==> config.mk <==
export PLATFORM = sky130hd
export DESIGN_NAME = arcade_input_coin_scanner_core_flat
export DESIGN_NICKNAME = d
export VERILOG_FILES = /design/src/sv/aics_pkg.sv /design/src/sv/aics_if.sv /design/src/sv/arcade_input_coin_scanner_core.sv /design/src/flat_wrapper.sv
export SDC_FILE = /design/constraint.sdc
export NUM_CORES = 1
export LEC_CHECK = 0
export BUFFER_PORTS_ARGS = -buffer_cell sky130_fd_sc_hd__buf_2
export CORE_MARGIN = 2
export CORE_UTILIZATION = 35
export DETAILED_ROUTE_END_ITERATION = 12
export SETUP_SLACK_MARGIN = 0.15
export SKIP_CTS_REPAIR_TIMING = 1
export SYNTH_ARGS = -nofsm -noshare
export SYNTH_HDL_FRONTEND = slang
export SYNTH_SLANG_ARGS = --single-unit
export TNS_END_PERCENT = 30
==> constraint.sdc <==
create_clock -name clk_i -period 5.2 [get_ports clk_i]
set_input_delay 1.04 -clock clk_i [delete_from_list [all_inputs] [get_ports clk_i]]
set_output_delay 1.04 -clock clk_i [all_outputs]
set_load 0.005 [all_outputs]
==> src/sv/aics_pkg.sv <==
// Package for the arcade input coin scanner: request types, function codes,
// pin masks and the player swap shuffles. No dependencies.
`timescale 1ns / 1ps
`default_nettype none

package aics_pkg;

  typedef enum logic [2:0] {
    FUNC_SAMPLE = 3'd0,
    FUNC_SYNC   = 3'd1,
    FUNC_ADD    = 3'd2,
    FUNC_SUB    = 3'd3,
    FUNC_READ   = 3'd4
  } func_e;

  typedef enum logic [1:0] {
    REG_SWAP_PLAYERS = 2'd0,
    REG_SWAP_VARIANT = 2'd1,
    REG_RAPID_ENABLE = 2'd2
  } reg_index_e;

  localparam int unsigned NumSwitch = 5;
  localparam int unsigned NumCoin   = 2;

  localparam logic [7:0] SwTwoP4Mask  = 8'hb0;
  localparam logic [7:0] SwTwoP1Mask  = 8'h40;
  localparam logic [7:0] SwThreeMask  = 8'hbf;
  localparam logic [7:0] SwFourMask   = 8'hf0;
  localparam logic [7:0] TestBitValue = 8'h80;
  localparam logic [1:0] CoinIdle     = 2'b11;

  typedef struct packed {
    logic [2:0] func;
    logic [7:0] port_zero;
    logic [7:0] port_one;
    logic [7:0] port_three;
    logic [7:0] port_four;
    logic       rapid_off;
    logic       coin_index;
    logic [7:0] coin_amount;
  } in_req_t;

  typedef struct packed {
    logic [7:0] switch_zero;
    logic [7:0] switch_one;
    logic [7:0] switch_two;
    logic [7:0] switch_three;
    logic [7:0] switch_four;
    logic [7:0] coins_first;
    logic [7:0] coins_second;
  } out_req_t;

  typedef struct packed {
    logic [1:0] reg_index;
    logic       wdata;
  } cfg_req_t;

  // Default shuffle of a byte pair: returns {new_lo, new_hi}.
  function automatic logic [15:0] shuffle_default(input logic [7:0] lo, input logic [7:0] hi);
    logic [7:0] na;
    logic [7:0] nb;
    na = {lo[7:2], hi[6], lo[1]};
    nb = {lo[0], hi[7:1]};
    return {na, nb};
  endfunction

  // Alternate shuffle of a byte pair: returns {new_lo, new_hi}.
  function automatic logic [15:0] shuffle_alt(input logic [7:0] lo, input logic [7:0] hi);
    logic [7:0] na;
    logic [7:0] nb;
    na = {lo[7:2], lo[0], hi[7]};
    nb = {hi[6], hi[5] | lo[1], hi[4:0], 1'b0};
    return {na, nb};
  endfunction

endpackage

`default_nettype wire

==> src/sv/aics_if.sv <==
// Valid/ready channel interfaces of the coin scanner (input, result, config).
// Depends on aics_pkg for the request types.
`timescale 1ns / 1ps
`default_nettype none

interface aics_in_if;
  logic              valid;
  logic              ready;
  aics_pkg::in_req_t payload;
  modport source (output valid, output payload, input ready);
  modport sink   (input valid, input payload, output ready);
endinterface

interface aics_out_if;
  logic               valid;
  logic               ready;
  aics_pkg::out_req_t payload;
  modport source (output valid, output payload, input ready);
  modport sink   (input valid, input payload, output ready);
endinterface

interface aics_cfg_if;
  logic               valid;
  logic               ready;
  aics_pkg::cfg_req_t payload;
  modport source (output valid, output payload, input ready);
  modport sink   (input valid, input payload, output ready);
endinterface

`default_nettype wire

==> src/sv/arcade_input_coin_scanner_core.sv <==
// A request accepted at a clock edge has its result registered and valid in the next cycle.
// Throughput: one request per cycle while results are taken; the result register frees up as it is taken.
// Reset (rst_ni, async, active low): config clear, switch bytes and counters zero,
// coin levels high, result register empty. Config writes are taken every cycle.
// Depends on aics_pkg and the channel interfaces in aics_if.sv.
`timescale 1ns / 1ps
`default_nettype none

module arcade_input_coin_scanner_core (
  input  wire        clk_i,
  input  wire        rst_ni,
  aics_in_if.sink    in_i,
  aics_cfg_if.sink   cfg_i,
  aics_out_if.source out_o
);
  import aics_pkg::*;

  // Config registers
  logic swap_q, alt_q, rapid_q;

  // Scanner state
  logic [7:0] sw_q  [NumSwitch];
  logic [7:0] sw_d  [NumSwitch];
  logic [1:0] win_q, win_d;    // AND of coin lines over the open window
  logic [1:0] prev_q, prev_d;  // level seen in the previous window
  logic [7:0] cnt_q [NumCoin];
  logic [7:0] cnt_d [NumCoin];

  // Result register
  logic     out_valid_q;
  out_req_t out_q, out_d;

  logic in_acc, cfg_acc, out_acc;
  in_req_t req;

  // The result register doubles as the skid point: a new request goes in as
  // the waiting result leaves.
  assign in_i.ready  = !out_valid_q || out_o.ready;
  assign cfg_i.ready = 1'b1;
  assign in_acc      = in_i.valid && in_i.ready;
  assign cfg_acc     = cfg_i.valid;
  assign out_acc     = out_valid_q && out_o.ready;
  assign req         = in_i.payload;

  assign out_o.valid   = out_valid_q;
  assign out_o.payload = out_q;

  // ---------------------------------------------------------------------
  // Next state for one request
  // ---------------------------------------------------------------------
  logic [7:0]  raw  [NumSwitch];
  logic [15:0] pr_a, pr_b;

  // Pin remap, active low in, active high out
  always_comb begin
    raw[0] = req.port_four[2] ? 8'h00 : TestBitValue;
    raw[1] = ~req.port_three;
    raw[2] = (~req.port_four & SwTwoP4Mask) | (~req.port_one & SwTwoP1Mask);
    raw[3] = ~req.port_one & SwThreeMask;
    raw[4] = ~req.port_zero & SwFourMask;
    if (alt_q) begin
      pr_a = shuffle_alt(raw[1], raw[2]);
      pr_b = shuffle_alt(raw[3], raw[4]);
    end else begin
      pr_a = shuffle_default(raw[1], raw[2]);
      pr_b = shuffle_default(raw[3], raw[4]);
    end
  end

  always_comb begin
    for (int i = 0; i < NumSwitch; i++) begin
      sw_d[i] = sw_q[i];
    end
    for (int i = 0; i < NumCoin; i++) begin
      cnt_d[i] = cnt_q[i];
    end
    win_d  = win_q;
    prev_d = prev_q;
    case (func_e'(req.func))
      FUNC_SAMPLE: begin
        win_d   = win_q & req.port_four[1:0];
        sw_d[0] = raw[0];
        if (swap_q) begin
          sw_d[1] = pr_a[15:8];
          sw_d[2] = pr_a[7:0];
          sw_d[3] = pr_b[15:8];
          sw_d[4] = pr_b[7:0];
        end else begin
          sw_d[1] = raw[1];
          sw_d[2] = raw[2];
          sw_d[3] = raw[3];
          sw_d[4] = raw[4];
        end
      end
      FUNC_SYNC: begin
        // count a rising edge of the window level
        for (int i = 0; i < NumCoin; i++) begin
          if (!prev_q[i] && win_q[i]) begin
            cnt_d[i] = cnt_q[i] + 8'd1;
          end
        end
        prev_d = win_q;
        win_d  = CoinIdle;
      end
      FUNC_ADD: begin
        cnt_d[req.coin_index] = cnt_q[req.coin_index] + req.coin_amount;
      end
      FUNC_SUB: begin
        cnt_d[req.coin_index] = cnt_q[req.coin_index] - req.coin_amount;
      end
      default: begin
        // read only, unused codes too
      end
    endcase
  end

  // Report after the update, rapid bits merged when enabled unless masked
  logic merge;
  assign merge = rapid_q && !req.rapid_off;

  always_comb begin
    out_d.switch_zero  = sw_d[0];
    out_d.switch_one   = sw_d[1];
    out_d.switch_two   = sw_d[2];
    out_d.switch_three = sw_d[3];
    out_d.switch_four  = sw_d[4];
    if (merge) begin
      out_d.switch_one   = sw_d[1] | {6'd0, sw_d[2][6:5]};
      out_d.switch_two   = sw_d[2] | {sw_d[2][4], 7'd0};
      out_d.switch_three = sw_d[3] | {6'd0, sw_d[4][6:5]};
      out_d.switch_four  = sw_d[4] | {sw_d[4][4], 7'd0};
    end
    out_d.coins_first  = cnt_d[0];
    out_d.coins_second = cnt_d[1];
  end

  // ---------------------------------------------------------------------
  // Registers
  // ---------------------------------------------------------------------
  always_ff @(posedge clk_i or negedge rst_ni) begin
    if (!rst_ni) begin
      swap_q  <= 1'b0;
      alt_q   <= 1'b0;
      rapid_q <= 1'b0;
    end else if (cfg_acc) begin
      case (reg_index_e'(cfg_i.payload.reg_index))
        REG_SWAP_PLAYERS: swap_q  <= cfg_i.payload.wdata;
        REG_SWAP_VARIANT: alt_q   <= cfg_i.payload.wdata;
        REG_RAPID_ENABLE: rapid_q <= cfg_i.payload.wdata;
        default: begin
        end
      endcase
    end
  end

  always_ff @(posedge clk_i or negedge rst_ni) begin
    if (!rst_ni) begin
      for (int i = 0; i < NumSwitch; i++) begin
        sw_q[i] <= 8'h00;
      end
      for (int i = 0; i < NumCoin; i++) begin
        cnt_q[i] <= 8'h00;
      end
      win_q  <= CoinIdle;
      prev_q <= CoinIdle;
    end else if (in_acc) begin
      sw_q   <= sw_d;
      cnt_q  <= cnt_d;
      win_q  <= win_d;
      prev_q <= prev_d;
    end
  end

  always_ff @(posedge clk_i or negedge rst_ni) begin
    if (!rst_ni) begin
      out_valid_q <= 1'b0;
    end else if (in_acc) begin
      out_valid_q <= 1'b1;
    end else if (out_acc) begin
      out_valid_q <= 1'b0;
    end
  end

  always_ff @(posedge clk_i) begin
    if (in_acc) begin
      out_q <= out_d;
    end
  end

`ifndef SYNTHESIS
  // Any accepted request leaves a result waiting
  assert property (@(posedge clk_i) disable iff (!rst_ni) in_acc |=> out_valid_q)
    else $error("no result after accepted request");

  // An empty result register must never block the input
  assert property (@(posedge clk_i) disable iff (!rst_ni) !out_valid_q |-> in_i.ready)
    else $error("input stalled with empty result register");

  // A sync reopens the window with both lines high
  assert property (@(posedge clk_i) disable iff (!rst_ni)
    (in_acc && req.func == FUNC_SYNC) |=> (win_q == CoinIdle))
    else $error("coin window not reopened on sync");

  // Counters move only on sync, add or subtract
  assert property (@(posedge clk_i) disable iff (!rst_ni)
    (!in_acc || (req.func != FUNC_SYNC && req.func != FUNC_ADD && req.func != FUNC_SUB))
    |=> ($stable(cnt_q[0]) && $stable(cnt_q[1])))
    else $error("coin counter changed without a counting request");
`endif

endmodule

`default_nettype wire

==> src/flat_wrapper.sv <==
// flat-port wrapper written by rule: the top's interface ports become plain ports
module arcade_input_coin_scanner_core_flat import aics_pkg::*;
  (clk_i, rst_ni, in_i_valid, in_i_payload, in_i_ready, cfg_i_valid, cfg_i_payload, cfg_i_ready, out_o_valid, out_o_payload, out_o_ready);
  aics_in_if in_i_i ();
  aics_cfg_if cfg_i_i ();
  aics_out_if out_o_i ();
  input  wire clk_i;
  input  wire rst_ni;
  input wire logic [$bits(in_i_i.valid)-1:0] in_i_valid;
  input wire logic [$bits(in_i_i.payload)-1:0] in_i_payload;
  output wire logic [$bits(in_i_i.ready)-1:0] in_i_ready;
  input wire logic [$bits(cfg_i_i.valid)-1:0] cfg_i_valid;
  input wire logic [$bits(cfg_i_i.payload)-1:0] cfg_i_payload;
  output wire logic [$bits(cfg_i_i.ready)-1:0] cfg_i_ready;
  output wire logic [$bits(out_o_i.valid)-1:0] out_o_valid;
  output wire logic [$bits(out_o_i.payload)-1:0] out_o_payload;
  input wire logic [$bits(out_o_i.ready)-1:0] out_o_ready;
  assign in_i_i.valid = in_i_valid;
  assign in_i_i.payload = in_i_payload;
  assign in_i_ready = in_i_i.ready;
  assign cfg_i_i.valid = cfg_i_valid;
  assign cfg_i_i.payload = cfg_i_payload;
  assign cfg_i_ready = cfg_i_i.ready;
  assign out_o_valid = out_o_i.valid;
  assign out_o_payload = out_o_i.payload;
  assign out_o_i.ready = out_o_ready;
  arcade_input_coin_scanner_core u_core (.clk_i(clk_i), .rst_ni(rst_ni), .in_i(in_i_i), .cfg_i(cfg_i_i), .out_o(out_o_i));
endmodule
==> summary.md, run 1 <==
| Metric | Value |
|---|---|
| Die span in x | 136.7 um |
| ANT nets after route | 0 |
| # fillers | 1,645 |
| FF-to-FF End | u_core.out_o.payload[12] |
| Core area | 17,240 sq um |
| Cell count after placement | 901 |
| PortBufs | 104 |
| Status | completed |
| Worst Reg-to-Reg Cells | 10 |
| # IOs | 112 |
| Vias in the first global route | 4,724 |
| Post-route minimum period | 3.549 ns |
| GPL Wtd Cong | 0.8551 |
| Area growth from synthesis to final layout | 21.21% |
| Largest family of logic cells by synthesized area | simple AND/OR/NAND/NOR gates |
| WL/cell | 15.47 um |
| Crit-path slowest cell | nor3_1 |
| HP Start | u_core.sw_q[17] |
| Endpoints failing hold | 0 |
| # DRC | 0 |
| Share of cells above drive strength 1 | 23.87% |
| Syn_area_per_cell | 10.22 sq um |
| First-pass GRT wire length | 23.36 mm |
| Top Family by Delay on Critical Path | compound AO/OA/AOI/OAI gates |
| Critical path buffers and inverters | 3 |
| Worst-path clk slew | 0.05 ns |
| FMAX | 281.8 MHz |
| Tot Pwr | 3.351 mW |
| #FFs+latches synth | 120 |
| Rows | 48 |
| Non-Filler Instances | 933 |
| Syn nets | 675 |
| CP Max Fanout | 17 |
| H-tree levels | 4 |
| Post-synthesis simple-gate area fraction | 17.21% |
| Max VDD drop | 0.2084 mV |
| Pins Over Slew Limit | 0 |
| Number of detailed-route iterations in the first pass | 5 |
| Final Cycle Share | 68.24% |
| Most frequent cells in the layout | buf_2, nand2_1, dfrtp_1 |
| Post-synth EDFFs | 56 |
| Most common cell after layout, fill and taps aside | buf_2 |
| Slew headroom | 26.90% |
| Initial core utilization | 35.76% |
| Crit. End Element | flip-flop |
| RSZ-0062 raised after global routing | no |
| Post-DP Area | 6848 sq um |
| Critical path startpoint | in_i_payload[8] |
| Clock latency on the worst-skew pair | 0.41 ns |
| WL final | 14.44 mm |
| WHS Endpoint | u_core.sw_q[17] |
| NumNets Final | 767 |
| TritonCTS clock tree | done |
| Yosys warns | 0 |
| Actual slew at the worst max-slew pin | 1.093 ns |
| Gr usage total | 16.21% |
| Crit path depth | 11 |
| Post-DP HPWL | 10.15 mm |
| Leakage | 3.227 nW |
| Synth Area in Compound Gates | 15.94% |
| Cells after synthesis | 603 |
| Vias per cell | 5.104 |
| Die area | 18,690 sq um |
| Worst Hold Class | reg -> reg |
| Final setup violation count | 0 |
| Largest net degree at the start of global routing | 69 |
| Slowest stage delay, CP | 0.45 ns |
| Hold path depth | 1 |
| Initial antenna violation count | 0 |
| Hold slack | 0.4762 ns |
| PwrDens | 448.5 nW/um^2 |
| R2r startpoint | u_core.cnt_q[0] |
| Vias | 4,762 |
| # diodes | 0 |
| Fraction of registers with async set/reset | 53.33% |
| Die Y | 136.7 um |
| Post-route cell area | 7471 sq um |
| Cell Chain, Critical Path | buf_2, inv_1, a21boi_1, inv_1, ha_1, nor3b_1, nor3_1, o21ai_1, xnor2_1, a22oi_1, a21oi_1 |
| Clock tree buffer depth | 2 |
| CP Launch Type | input pin |
| Root Driver | clkbuf_16 |
| Mux contribution to synthesized area | 4.202% |
| Skew final | 0.006761 ns |
| Critical path arrival | 3.68 ns |
| Worst Path Required | 5.33 ns |
| Iteration-0 DRC Markers | 380 |
| R2r setup slk | 2.25 ns |
| Cts bufs inserted | 17 |
| Synth Cell Area | 6163 sq um |
| CP Class | in -> reg |
| Yosys cell types | 63 |
| CTS Sinks | 120 |
| Worst path most repeated cell | inv_1 |
| Ys flop type | dfrtp_1 |
| XOR/XNOR Fraction of Synth Area | 1.705% |
| TNS Setup | 0 ns |
| Overflow after GRT | 0 |
| Max Cap Viol | 0 |
| Sequential area share after synthesis | 53.35% |
| Synth Area in Adders | 4.101% |
[registers in the layout, summed over array words and instances, names as in the netlist]
| signal | cells |
|---|---|
| u_core.sw_q | 40 |
| u_core.out_o.payload | 56 |
| u_core.win_q | 2 |
| u_core.alt_q | 1 |
| u_core.out_o.valid | 1 |
| u_core.cnt_q | 16 |
| u_core.rapid_q | 1 |
| u_core.prev_q | 2 |
| u_core.swap_q | 1 |
[cell usage after synthesis, types with 4 or more instances]
library cell | count | area share [%]
o31ai_1 | 4 | 0.49
a21oi_1 | 40 | 3.2
nor2b_1 | 14 | 1.4
edfxtp_1 | 56 | 27
o22a_1 | 5 | 0.71
nor2_1 | 29 | 1.8
dfstp_2 | 4 | 1.7
dfrtp_1 | 60 | 24
inv_1 | 17 | 1.0
nand2b_1 | 12 | 1.2
mux2_2 | 15 | 2.7
xor2_1 | 5 | 0.71
a31oi_1 | 6 | 0.61
nor3_1 | 8 | 0.65
o21ai_0 | 28 | 2.3
nand2_1 | 82 | 5.0
mux2i_1 | 9 | 1.5
and2_1 | 30 | 3.0
xnor2_1 | 7 | 0.99
ha_1 | 17 | 3.5
buf_1 | 4 | 0.24
nand3_1 | 13 | 1.1
o21a_1 | 4 | 0.49
o211ai_1 | 6 | 0.73
nand4_1 | 4 | 0.41
a211o_1 | 4 | 0.57
nand3b_1 | 6 | 0.73
clkbuf_1 | 26 | 1.6
o21ai_1 | 38 | 3.1
[power by group]
group          leakage (nW)  internal [mW]  switching [mW]
Combinational          1.56          0.338           0.449
Sequential             1.37           1.20           0.142
Clock                 0.301          0.802           0.425
Total                  3.23           2.34            1.02
[cell type report]
| cell class | instances | area, sq um | area share (%) |
|---|---|---|---|
| well taps | 225 | 281.5 | 3.768 |
| clock buffers | 17 | 425.4 | 5.694 |
| repair buffers | 106 | 535.5 | 7.168 |
| flip-flops and latches | 120 | 3288 | 44.01 |
| multi-input cells | 430 | 2668 | 35.71 |
| clock inverters | 15 | 197.7 | 2.646 |
| inverters | 20 | 75.07 | 1.005 |
[per-layer routing]
layer	GRT usage (%)	vias up	share of wire (%)
li1	-	2337	-
met5	0	-	0
met1	20.44	2222	44
met3	4.296	23	6.7
met4	6.424	0	1.6
met2	26.53	180	47
[worst max-delay path by stage]
stage                          endpoint
2_1_floorplan          u_core.cnt_q[12]
3_3_place_gp   u_core.out_o.payload[12]
3_5_place_dp   u_core.out_o.payload[12]
4_1_cts        u_core.out_o.payload[12]
5_1_grt        u_core.out_o.payload[12]
6_report       u_core.out_o.payload[13]
[cell families after synthesis]
family	Yosys count
AOI/OAI and AO/OA	160
xor gates and xnor gates	12
adders and majority gates	19
buffers and inverters	53
DFF	120
muxes	24
other	1
and+or+nand+nor	214
[stage by stage]
stage          util [%]  worst slack [ns]
2_1_floorplan         -             1.269
3_3_place_gp      39.73             1.302
3_5_place_dp      39.73             1.286
4_1_cts           43.34             1.705
5_1_grt           43.34             1.469
6_report          43.34             1.651
Power figures use the tool's default switching activity.
==> run 2, diff against run 1 <==
ABC_AREA = 1   (was default)
clock period = 3.6 ns   (was 5.2 ns; I/O delays follow)
==> run 2 against run 1 <==
Power rose by 41%; critical path type unchanged; wire length up 6.3%; largest cell class unchanged; clock power is 42% higher; sequential power rose by 40%; sequential cell count unchanged; final cell count increased by 16%; hold slack got worse by 0.18 ns; combinational power increased by 37%; utilization down 0.21 points; highest routed layer unchanged; worst setup slack got worse by 0.70 ns; die area increased by 2.8%.
==> summary.md, run 2 <==
| Metric | Value |
|---|---|
| #FFs+latches synth | 120 (unchanged) |
| Post-synth EDFFs | 56 (unchanged) |
| Crit-path slowest cell | fa_1 (was nor3_1) |
| Yosys warns | 0 (unchanged) |
| Fraction of registers with async set/reset | 53.33% (unchanged) |
| Die Y | 138.6 um (was 136.7 um) |
| Slowest stage delay, CP | 0.41 ns (was 0.45 ns) |
| Clock tree buffer depth | 2 (unchanged) |
| Most numerous cell in the Yosys netlist | nand2_1 (unchanged) |
| GPL Wtd Cong | 0.8834 (was 0.8551) |
| Metal3 WL | 899 um (was 963 um) |
| Max VDD drop | 0.3396 mV (was 0.2084 mV) |
| Cell count after placement | 1,052 (was 901) |
| Die area | 19,210 sq um (was 18,690 sq um) |
| Most common cell after layout, fill and taps aside | nand2_1 (was buf_2) |
| Clock latency on the worst-skew pair | 0.41 ns (about the same) |
| Synth top area cells | edfxtp_1, dfrtp_1, nand2_1, nand3_1, inv_1 (was edfxtp_1, dfrtp_1, nand2_1, ha_1, a21oi_1) |
| Hold slack | 0.2978 ns (was 0.4762 ns) |
| Sequential area share after synthesis | 51.85% (was 53.35%) |
| Gr usage total | 16.19% (was 16.21%) |
| Cell Chain, Critical Path | buf_2, o21ai_0, ha_1, inv_1, fa_1, nand2_1, nand2_1, nand3b_1, nand2_1, nand2_1, nand2_1, nand2_1, nand2_1, nand2_1, nand3b_1 (was buf_2, inv_1, a21boi_1, inv_1, ha_1, nor3b_1, nor3_1, o21ai_1, xnor2_1, a22oi_1, a21oi_1) |
| ANT nets after route | 0 (unchanged) |
| Endpoints failing hold | 0 (unchanged) |
| Overflow after GRT | 0 (unchanged) |
| Slew headroom | 49.82% (was 26.90%) |
| Cts bufs inserted | 17 (unchanged) |
| Root Driver | clkbuf_16 (unchanged) |
| Post-DP HPWL | 11.00 mm (was 10.15 mm) |
| Syn_area_per_cell | 8.581 sq um (was 10.22 sq um) |
| Vias in the first global route | 4,925 (was 4,724) |
| Util after Layout | 43.14% (was 43.34%) |
| Pins Over Slew Limit | 0 (unchanged) |
| Max Cap Viol | 0 (unchanged) |
| Vias per cell | 4.861 (was 5.104) |
| Vias | 5,274 (was 4,762) |
| RSZ-0062 raised after global routing | no (unchanged) |
| # DRC | 0 (unchanged) |
| H-tree levels | 4 (unchanged) |
| Most frequent cells in the layout | nand2_1, buf_2, inv_1 (was buf_2, nand2_1, dfrtp_1) |
| Iteration-0 DRC Markers | 350 (was 380) |
| Syn nets | 811 (was 675) |
| TritonCTS clock tree | done (unchanged) |
| Synth Cell Area | 6341 sq um (was 6163 sq um) |
| Area leader, netlist | edfxtp_1 (unchanged) |
| CTS Sinks | 120 (unchanged) |
| Post-route minimum period | 2.648 ns |
| Metal1 wirelength | 7.263 mm (was 6.405 mm) |
| Initial core utilization | 35.54% (was 35.76%) |
| Number of detailed-route iterations in the first pass | 5 (unchanged) |
| CP Class | in -> reg (unchanged) |
| First-pass GRT wire length | 24.93 mm (was 23.36 mm) |
| WL/cell | 14.14 um (was 15.47 um) |
| Share of cells above drive strength 1 | 21.87% (was 23.87%) |
| Worst path most repeated cell | nand2_1 (was inv_1) |
| PwrDens | 612.4 nW/um^2 (was 448.5 nW/um^2) |
| Highest Signal Layer | met4 (unchanged) |
| Max FFs per register | 56 (unchanged) |
| FMAX | 377.7 MHz |
| Yosys cell types | 45 (was 63) |
| Non-Filler Instances | 1,085 (was 933) |
| Post-synth top cells | nand2_1, inv_1, nand3_1, dfrtp_1, edfxtp_1 (was nand2_1, dfrtp_1, edfxtp_1, a21oi_1, o21ai_1) |
| TNS Setup | 0 ns (unchanged) |
| Initial antenna violation count | 1 (was 0) |
| Leakage | 3.586 nW (was 3.227 nW) |
| # IOs | 112 (unchanged) |
| Worst Hold Class | in -> async (was reg -> reg) |
| Rows | 49 (was 48) |
| Final setup violation count | 0 (unchanged) |
| Yosys top cell area share | 26.52% (was 27.28%) |
| Core area | 17,840 sq um (was 17,240 sq um) |
| Final Cycle Share | 73.55% |
| Skew final | 0.005049 ns (was 0.006761 ns) |
| Worst Reg-to-Reg Cells | 16 (was 10) |
| Worst Path Required | 3.74 ns (was 5.33 ns) |
| Critical path arrival | 2.79 ns (was 3.68 ns) |
| Area growth from synthesis to final layout | 21.37% (was 21.21%) |
| Status | completed (unchanged) |
| Worst-path clk slew | 0.06 ns (was 0.05 ns) |
| DR WL met2 | 6.983 mm (was 6.833 mm) |
| Cells after synthesis | 739 (was 603) |
| Die span in x | 138.6 um (was 136.7 um) |
| Crit. End Element | flip-flop (unchanged) |
| WL final | 15.34 mm (was 14.44 mm) |
| NumNets Final | 914 (was 767) |
| CP Max Fanout | 20 (was 17) |
| Largest net degree at the start of global routing | 59 (was 69) |
| Actual slew at the worst max-slew pin | 0.7502 ns (was 1.093 ns) |
| CP Launch Type | input pin (unchanged) |
| PortBufs | 104 (unchanged) |
| Ys flop type | dfrtp_1 (unchanged) |
-- run 2: cell types whose count changed after synthesis, sizes merged, moves of 9 or more --
cell	before	now
nand2	82	190
inv	20	101
nor2b	14	0
a21oi	41	24
nor2	29	58
clkbuf	26	5
mux2i	9	0
nand3	13	67
and2	30	2
nand2b	12	0
buf	7	24
mux2	15	0
o21ai	66	79
-- run 2: stage by stage --
stage	total power, mW	instance area, sq um	setup WS [ns]
floorplan	2.638	6341	0.3511
finish	4.713	7696	0.9521
CTS	4.766	7694	0.9444
global route	5.000	7696	0.6697
detailed placement	2.989	7078	0.5077
global placement	2.965	7078	0.5171
-- run 2: logic make-up (layout without fill, tap and decap cells) --
kind of cell / after synthesis / in the layout / share of synthesized area [%]
compound gates: 133 / 133 / 12.57
xor+xnor: 4 / 4 / 0.5526
fa+ha+maj: 19 / 19 / 3.986
buf+inv: 130 / 246 / 8.366
flops: 120 / 120 / 51.85
other cells: 1 / 2 / 0.05914
simple gates: 332 / 332 / 22.61
-- run 2: power by group --
part	switching, mW	leakage (nW)	total (mW)	internal, mW
clock	0.604	0.298	1.75	1.15
combinational	0.680	1.92	1.08	0.403
sequential	0.153	1.37	1.88	1.73
-- run 2: critical path, delay by kind of cell --
family	cells	cell delay [ns]
AND/OR/NAND/NOR	10	0.76
AO/OA/AOI/OAI	1	0.38
buffers and inverters	2	0.27
adder cells (fa/ha/maj)	2	0.63
-- run 2: worst paths after layout --
check,start,end,slack [ns]
setup / recovery,in_i_payload[8],u_core.out_o.payload[14],0.95
hold / removal,rst_ni,u_core.cnt_q[7],0.30
setup reg to reg,u_core.cnt_q[0],u_core.out_o.payload[14],1.13
hold reg to reg,u_core.sw_q[32],u_core.sw_q[32],0.48
max in group asynchronous,rst_ni,u_core.out_o.valid,2.79
min in group clk_i,u_core.sw_q[32],u_core.sw_q[32],0.48
-- run 2: final cells by class --
class / instances / area (sq um)
Fill cell: 1755 / 10140
Timing Repair Buffer: 113 / 600.6
Multi-Input combinational cell: 489 / 2522
Antenna cell: 1 / 2.502
Clock buffer: 21 / 471.7
Tap cell: 229 / 286.5
Inverter: 101 / 380.4
Sequential cell: 120 / 3288
Clock inverter: 11 / 143.9
-- run 2: metal layers --
layer / GRT usage (%) / vias up
met5: 0 / -
li1: - / 2661
met1: 22.09 / 2452
met2: 25.53 / 147
met4: 4.834 / 0
met3: 4.213 / 14
